[src/hdl/fcwl_pkg.sv]
// fcwl_pkg: constants, entry types and codes of the front-coded word list encoder
// used by the interfaces and every module of the block but fcwl_ram; depends on nothing

package fcwl_pkg;

    localparam int CHAR_W      = 7;
    localparam int BYTE_W      = 8;
    localparam int WORD_DEPTH  = 128;
    localparam int POS_W       = 7;
    localparam int QUEUE_DEPTH = 4;

    localparam logic [POS_W-1:0]  CLIP_COUNT = 7'd127;
    localparam logic [CHAR_W-1:0] NEWLINE    = 7'd10;

    // what the back end has to send for one queued request
    typedef enum logic [1:0] {
        KIND_LIT      = 2'd0,
        KIND_CODE     = 2'd1,
        KIND_CODE_LIT = 2'd2
    } t_kind;

    typedef struct packed {
        t_kind             kind;
        logic [POS_W-1:0]  code;
        logic [CHAR_W-1:0] chr;
    } t_entry;

    typedef struct packed {
        logic full;
        logic empty;
    } t_q_status;

endpackage

[src/hdl/fcwl_queue.sv]
// fcwl_queue: small register fifo of send requests between front and back end
// depends on fcwl_pkg for the entry and status types

module fcwl_queue import fcwl_pkg::*; #(
    parameter int DEPTH = QUEUE_DEPTH
) (
    input  logic      i_clk,
    input  logic      i_rst_n,
    input  logic      i_push,
    input  t_entry    i_entry,
    input  logic      i_pop,
    output t_entry    o_entry,
    output t_q_status o_status
);

    localparam int PW = (DEPTH > 1) ? $clog2(DEPTH) : 1;
    localparam int CW = $clog2(DEPTH + 1);

    t_entry          r_slot [DEPTH];
    logic [PW-1:0]   r_wptr, n_wptr;
    logic [PW-1:0]   r_rptr, n_rptr;
    logic [CW-1:0]   r_count, n_count;

    always_comb begin
        n_wptr  = r_wptr;
        n_rptr  = r_rptr;
        n_count = r_count;
        if (i_push) begin
            n_wptr = (r_wptr == PW'(DEPTH - 1)) ? '0 : r_wptr + 1'b1;
        end
        if (i_pop) begin
            n_rptr = (r_rptr == PW'(DEPTH - 1)) ? '0 : r_rptr + 1'b1;
        end
        if (i_push && !i_pop) begin
            n_count = r_count + 1'b1;
        end else if (i_pop && !i_push) begin
            n_count = r_count - 1'b1;
        end
    end

    always_ff @(posedge i_clk) begin
        if (!i_rst_n) begin
            r_wptr  <= '0;
            r_rptr  <= '0;
            r_count <= '0;
        end else begin
            r_wptr  <= n_wptr;
            r_rptr  <= n_rptr;
            r_count <= n_count;
        end
    end

    always_ff @(posedge i_clk) begin
        if (i_push) begin
            r_slot[r_wptr] <= i_entry;
        end
    end

    assign o_entry        = r_slot[r_rptr];
    assign o_status.full  = (r_count == CW'(DEPTH));
    assign o_status.empty = (r_count == '0);

endmodule

[config.mk]
export PLATFORM = sky130hd
export DESIGN_NAME = fcwl_queue
export DESIGN_NICKNAME = d
export VERILOG_FILES = /design/src/hdl/fcwl_pkg.sv /design/src/hdl/fcwl_queue.sv
export SDC_FILE = /design/constraint.sdc
export NUM_CORES = 1
export LEC_CHECK = 0
export BUFFER_PORTS_ARGS = -buffer_cell sky130_fd_sc_hd__buf_2
export CAP_MARGIN = 25
export CORE_MARGIN = 5
export CORE_UTILIZATION = 40
export CTS_BUF_LIST = sky130_fd_sc_hd__clkbuf_16
export DETAILED_ROUTE_END_ITERATION = 8
export GPL_TIMING_DRIVEN = 0
export SYNTH_ARGS = -nofsm -noshare
export SYNTH_HDL_FRONTEND = slang
export SYNTH_SLANG_ARGS = --single-unit
[constraint.sdc]
create_clock -name i_clk -period 1.97 [get_ports i_clk]
set_input_delay 0.2955 -clock i_clk [delete_from_list [all_inputs] [get_ports i_clk]]
set_output_delay 0.2955 -clock i_clk [all_outputs]
set_load 0.01 [all_outputs]
* Yosys cells after proc, flatten, opt, wreduce, memory -nomap -nowiden
Memories as Yosys holds them, arrays and structs flattened. A register that Yosys moved wholly into a read port is not among the register bits.
Index checks and enable logic that the tools add are counted.
W data, S select, Z words.
** Storage, ports and cells
- Memories :: 1
- RAM bits :: 64
- Register bits after elaboration :: 7
** Cells by class
- Add/sub/neg operators :: 4
- Equality and inequality tests :: 3
- Mux-type cells :: 8
- Reductions and logical operators :: 6
** Memory list
- r_slot :: depth 4, width 16, read ports 1, clocked after Yosys merged registers in 1, write ports 1, RTL line fcwl_queue.sv:19 : t_entry r_slot [DEPTH];
** Operators with widths (number)
- $mux W2 :: 4
- $mux W3 :: 2
- $add A2 B1 Y2 const B :: 2
- $eq A2 B2 Y1 const B :: 2
- $add A3 B1 Y3 const B :: 1
- $eq A3 B3 Y1 const B :: 1
- $logic_not A3 Y1 :: 1
- $sub A3 B1 Y3 const B :: 1
- $logic_and A1 B1 Y1 :: 2
- $logic_not A1 Y1 :: 2
- $mux W1 :: 2
- $reduce_bool A2 Y1 :: 1

* Depth between registers and ports, before layout
- Depth in word-level cells :: 4
- Gate-level depth with buffers :: 7
- Gate-level depth less buffers :: 7

* Worst setup path after synthesis
No wires, ideal clock.
- Kind :: in2reg
- From :: input port i_pop
- To :: register r_count[2]
- Setup time :: 0.076 ns
- Cell stages on the path :: 7
- Arrival :: 1.499 ns
- Slack :: 0.395 ns
- Cell sequence :: inv_1 -> ha_1 -> inv_1 -> fa_1 -> xor2_1 -> or3_1 -> a21boi_0
** Between the ends
- Word-level cells in the longest chain between the ends :: 3
- Elaborated cells between the ends (all ways) :: 5
- Those cells by class :: 1 x mux; 4 x reduce/logical
** Ends and longest elaborated chain
- start, declared :: RTL line fcwl_queue.sv:11 : input logic i_pop,
- $logic_not A1 Y1 :: RTL line fcwl_queue.sv:34 : if (i_push && !i_pop) begin
- $logic_and A1 B1 Y1 :: RTL line fcwl_queue.sv:34
- $mux W3 or $reduce_bool A2 Y1 (tied branches)
- end signal, assigned :: RTL line fcwl_queue.sv:49 : r_count <= n_count;
- end, declared :: RTL line fcwl_queue.sv:22 : logic [CW-1:0] r_count, n_count;
Parallel ways exist; a longest one is shown, timed or not.
A chain may end at the register's enable or synchronous reset.

==> insert_results.sql <==
INSERT INTO impl_metrics (metric_group, metric, value, unit) VALUES
('outcome', 'outcome', 'finished clean', ''),
('timing', 'finalSetupTns', '0', 'ps'),
('setup_path', 'kind_of_critical_path', 'reg2out', ''),
('yosys', 'synth_ff_type', 'edfxtp_1', ''),
('layout', 'drive_above_1_share', '37.7', '%'),
('setup_path', 'arr_time_crit_path', '1590', 'ps'),
('yosys', 'post-synth-top-area-cell', 'edfxtp_1', ''),
('clock_tree', 'clock_sinks', '73', ''),
('clock_tree', 'tritoncts', 'done', ''),
('drt', 'vias_per_cell', '4.73', ''),
('yosys', 'synth_top_cells_by_area', 'edfxtp_1 (69%), mux4_2 (8.0%), dfxtp_1 (6.4%)', ''),
('setup_path', 'r2r_cells', '2', ''),
('floorplanning', 'floorplan.die.height', '93.7', 'um'),
('worst_hold_path', 'worstHoldPathType', 'in2reg', ''),
('yosys', 'synth_async_sr_flop_share', '0', '%'),
('clock_tree', 'cts_max_path_buffers', '2', ''),
('yosys', 'syn_area', '0.00280', 'sq mm'),
('run', 'max_cap_viol_count', '0', ''),
('power_and_ir_drop', 'finalPower', '3.70', 'mW'),
('drt', 'detail_route.iter0.violations', '61', ''),
('placement', 'dp.final_hpwl', '3000', 'um'),
('floorplanning', 'row_count', '30', ''),
('clock_tree', 'clkSlewWorstSetupHoldPaths', '60', 'ps'),
('power_and_ir_drop', 'total_leakage_power', '1.24', 'nW'),
('yosys', 'number_of_enable_flip_flop_cells_after_synthesis', '64', ''),
('yosys', 'synth_seq_cells', '73', ''),
('global_routing', 'grt_pass1_wl', '7290', 'um'),
('yosys', 'syn-instance-count', '128', ''),
('placement', 'io_buffer_count', '37', ''),
('layout', 'antenna-diode-count', '0', ''),
('clock_tree', 'htree_levels', '3', ''),
('setup_path', 'timing.critical_path.from_type', 'flip-flop', ''),
('clock_tree', 'cts_buffers', '9', ''),
('timing', 'period_minus_slack', '1890', 'ps'),
('timing', 'hold_viol', '0', ''),
('yosys', 'post_synth_most_frequent_cells', 'edfxtp_1 (64), mux4_2 (10), dfxtp_1 (9)', ''),
('timing', 'finalSetupViolations', '0', ''),
('floorplanning', 'dieArea', '0.00878', 'sq mm'),
('drt', 'drt-total-wl', '4560', 'um'),
('yosys', 'synth_most_common_cell', 'edfxtp_1', ''),
('timing', 'final_max_slew_viol_count', '0', ''),
('yosys', 'ys_warn_count', '0', ''),
('floorplanning', 'io_pins', '38', ''),
('timing', 'max_slew.worst_pin.slew', '859', 'ps'),
('global_routing', 'grtUsageTotal', '11.5', '%'),
('yosys', 'synth_cell_types', '22', ''),
('layout', 'final.fill_count', '550', ''),
('drt', 'remaining_drc_errors', '0', ''),
('floorplanning', 'core', '0.00679', 'sq mm'),
('power_and_ir_drop', 'worst_ir_drop_on_vdd', '0.446', 'mV'),
('power_and_ir_drop', 'power.density_cell_area', '1070', 'mW/mm^2'),
('floorplanning', 'die_outline_width', '93.7', 'um'),
('timing', 'skew', '5.56', 'ps'),
('worst_hold_path', 'min_delay_path_depth', '1', ''),
('timing', 'maxClockFrequency', '530', 'MHz'),
('layout', 'finish.net_count', '205', ''),
('drt', 'drt-wirelength-per-cell', '16.4', 'um'),
('clock_tree', 'insertion_delay', '320', 'ps'),
('setup_path', 'crit_path_max_fanout', '7', ''),
('timing', 'layout_setup_ws', '82.2', 'ps'),
('drt', 'route.antenna.remaining_nets', '0', ''),
('floorplanning', 'starting_density_of_the_core', '41.3', '%'),
('placement', 'replace_congestion', '0.659', ''),
('global_routing', 'grt_overflow', '0', ''),
('yosys', 'synth_top_cell_area_share', '68.5', '%'),
('global_routing', 'antenna_found_initial', '0', ''),
('setup_path', 'worstSetupEndpointType', 'primary output', ''),
('yosys', 'postSynthNetCount', '155', ''),
('layout', 'area.growth.synth_to_final', '23.3', '%'),
('setup_path', 'critPathRequiredTime', '1670', 'ps'),
('yosys', 'syn_area_per_cell', '21.9', 'sq um'),
('timing', 'finalCritPeriodShare', '95.8', '%'),
('yosys', 'synth.yosys.seq_area_share', '75.0', '%'),
('global_routing', 'maximum_number_of_pins_on_one_net_before_global_route_repair', '17', ''),
('drt', 'routed-via-count', '1319', ''),
('placement', 'place_ws', '137', 'ps'),
('global_routing', 'vias_in_the_first_global_route', '1445', ''),
('drt', 'dr.pass1.iters', '5', ''),
('timing', 'rsz0062_at_grt', 'false', ''),
('clock_tree', 'cts_root_buf', 'clkbuf_16', ''),
('timing', 'timing.max_slew.rel_slack', '42.7', '%');
==> layout by cell type (no fill, tap or decap) <==
| cell type | netlist | routed |
|---|---|---|
| a21boi_0 | 1 | 1 |
| clkinv_1 | 0 | 1 |
| xnor2_1 | 1 | 1 |
| o21ai_0 | 1 | 1 |
| mux2i_1 | 4 | 4 |
| mux4_1 | 6 | 6 |
| clkbuf_16 | 0 | 10 |
| clkinvlp_4 | 0 | 2 |
| nor2_1 | 1 | 1 |
| and2_1 | 5 | 5 |
| dfxtp_2 | 0 | 1 |
| bufinv_16 | 0 | 1 |
| inv_1 | 4 | 4 |
| buf_8 | 0 | 1 |
| mux4_2 | 10 | 10 |
| buf_2 | 2 | 38 |
| fa_1 | 1 | 1 |
| nor2b_1 | 5 | 5 |
| or3_1 | 1 | 1 |
| xor2_1 | 1 | 1 |
| dfxtp_1 | 9 | 8 |
| o21a_1 | 1 | 1 |
| nor3_1 | 2 | 2 |
| buf_4 | 0 | 1 |
| clkinv_4 | 0 | 2 |
| buf_12 | 1 | 2 |
| nor3b_1 | 1 | 1 |
| clkinv_2 | 0 | 1 |
| ha_1 | 6 | 6 |
| edfxtp_1 | 64 | 64 |
==> power breakdown <==
group | switching (mW) | leakage (nW) | internal (mW) | total [mW]
sequential | 0.0310 | 0.662 | 1.77 | 1.80
clock | 0.587 | 0.139 | 0.976 | 1.56
combinational | 0.170 | 0.437 | 0.173 | 0.343
==> routing by layer <==
layer  GRT usage (%)  share of wire, %
met3            2.96               4.3
met2            19.5                53
met4            6.14               1.3
met1            13.3                41
met5               0                 0
==> sequential cells by signal, indices dropped and copies added, names as in the netlist, named ones only <==
signal / cells
r_slot: 64
r_count: 3
r_wptr: 2
r_rptr: 2
==> what timing repair did <==
action	in CTS	in global routing
setup buffers	0	1
endpoints found under the setup margin	4	10
hold endpoints to repair	0	0
gates cloned	0	1
gates resized for setup	1	2
hold buffers	0	0
==> path summary, 6_finish.rpt <==
path                    start            end  slack [ps]
setup / recovery    flip-flop    o_entry[11]          80
hold / removal    i_entry[14]  r_slot[1][14]         190
setup reg to reg    r_wptr[0]   r_slot[3][7]         290
hold reg to reg    r_count[2]     r_count[2]         530
==> worst max-delay path, stage by stage (launching register included) <==
cell,delay [ps]
dfxtp_2,330
buf_8,140
buf_12,130
mux4_2,500
buf_2,160
==> cell type report <==
type	instances	area [sq um]	area share (%)
repair buffers	39	230	6.66
clock buffers	9	225	6.51
flip-flops and latches	73	2100	60.8
inverters	4	15.0	0.434
clock inverters	7	71.3	2.06
well taps	96	120	3.47
plain buffers	4	47.5	1.37
multi-input cells	47	646	18.7
==> cell families (layout without fill, tap and decap cells) <==
family,count (synthesis),count (layout),share of synthesized area [%]
flip-flops,73,73,75.0
multiplexers,20,20,15.1
AND/OR/NAND/NOR,15,15,3.21
buffers and inverters,8,63,2.01
adder cells (fa/ha/maj),7,7,3.39
AO/OA/AOI/OAI,3,3,0.714
XOR/XNOR,2,2,0.625
==> through the flow <==
stage | instances | utilization [%] | cell area (sq um) | hold slack (ps)
floorplan | 128 | - | 2800 | 394
global placement | 261 | 45.8 | 3110 | 484
detailed placement | 261 | 45.8 | 3110 | 514
CTS | 277 | 50.2 | 3410 | 177
global route | 279 | 50.9 | 3460 | 178
finish | 279 | 50.9 | 3460 | 185
No activity file was read; power rests on OpenSTA's default activity.
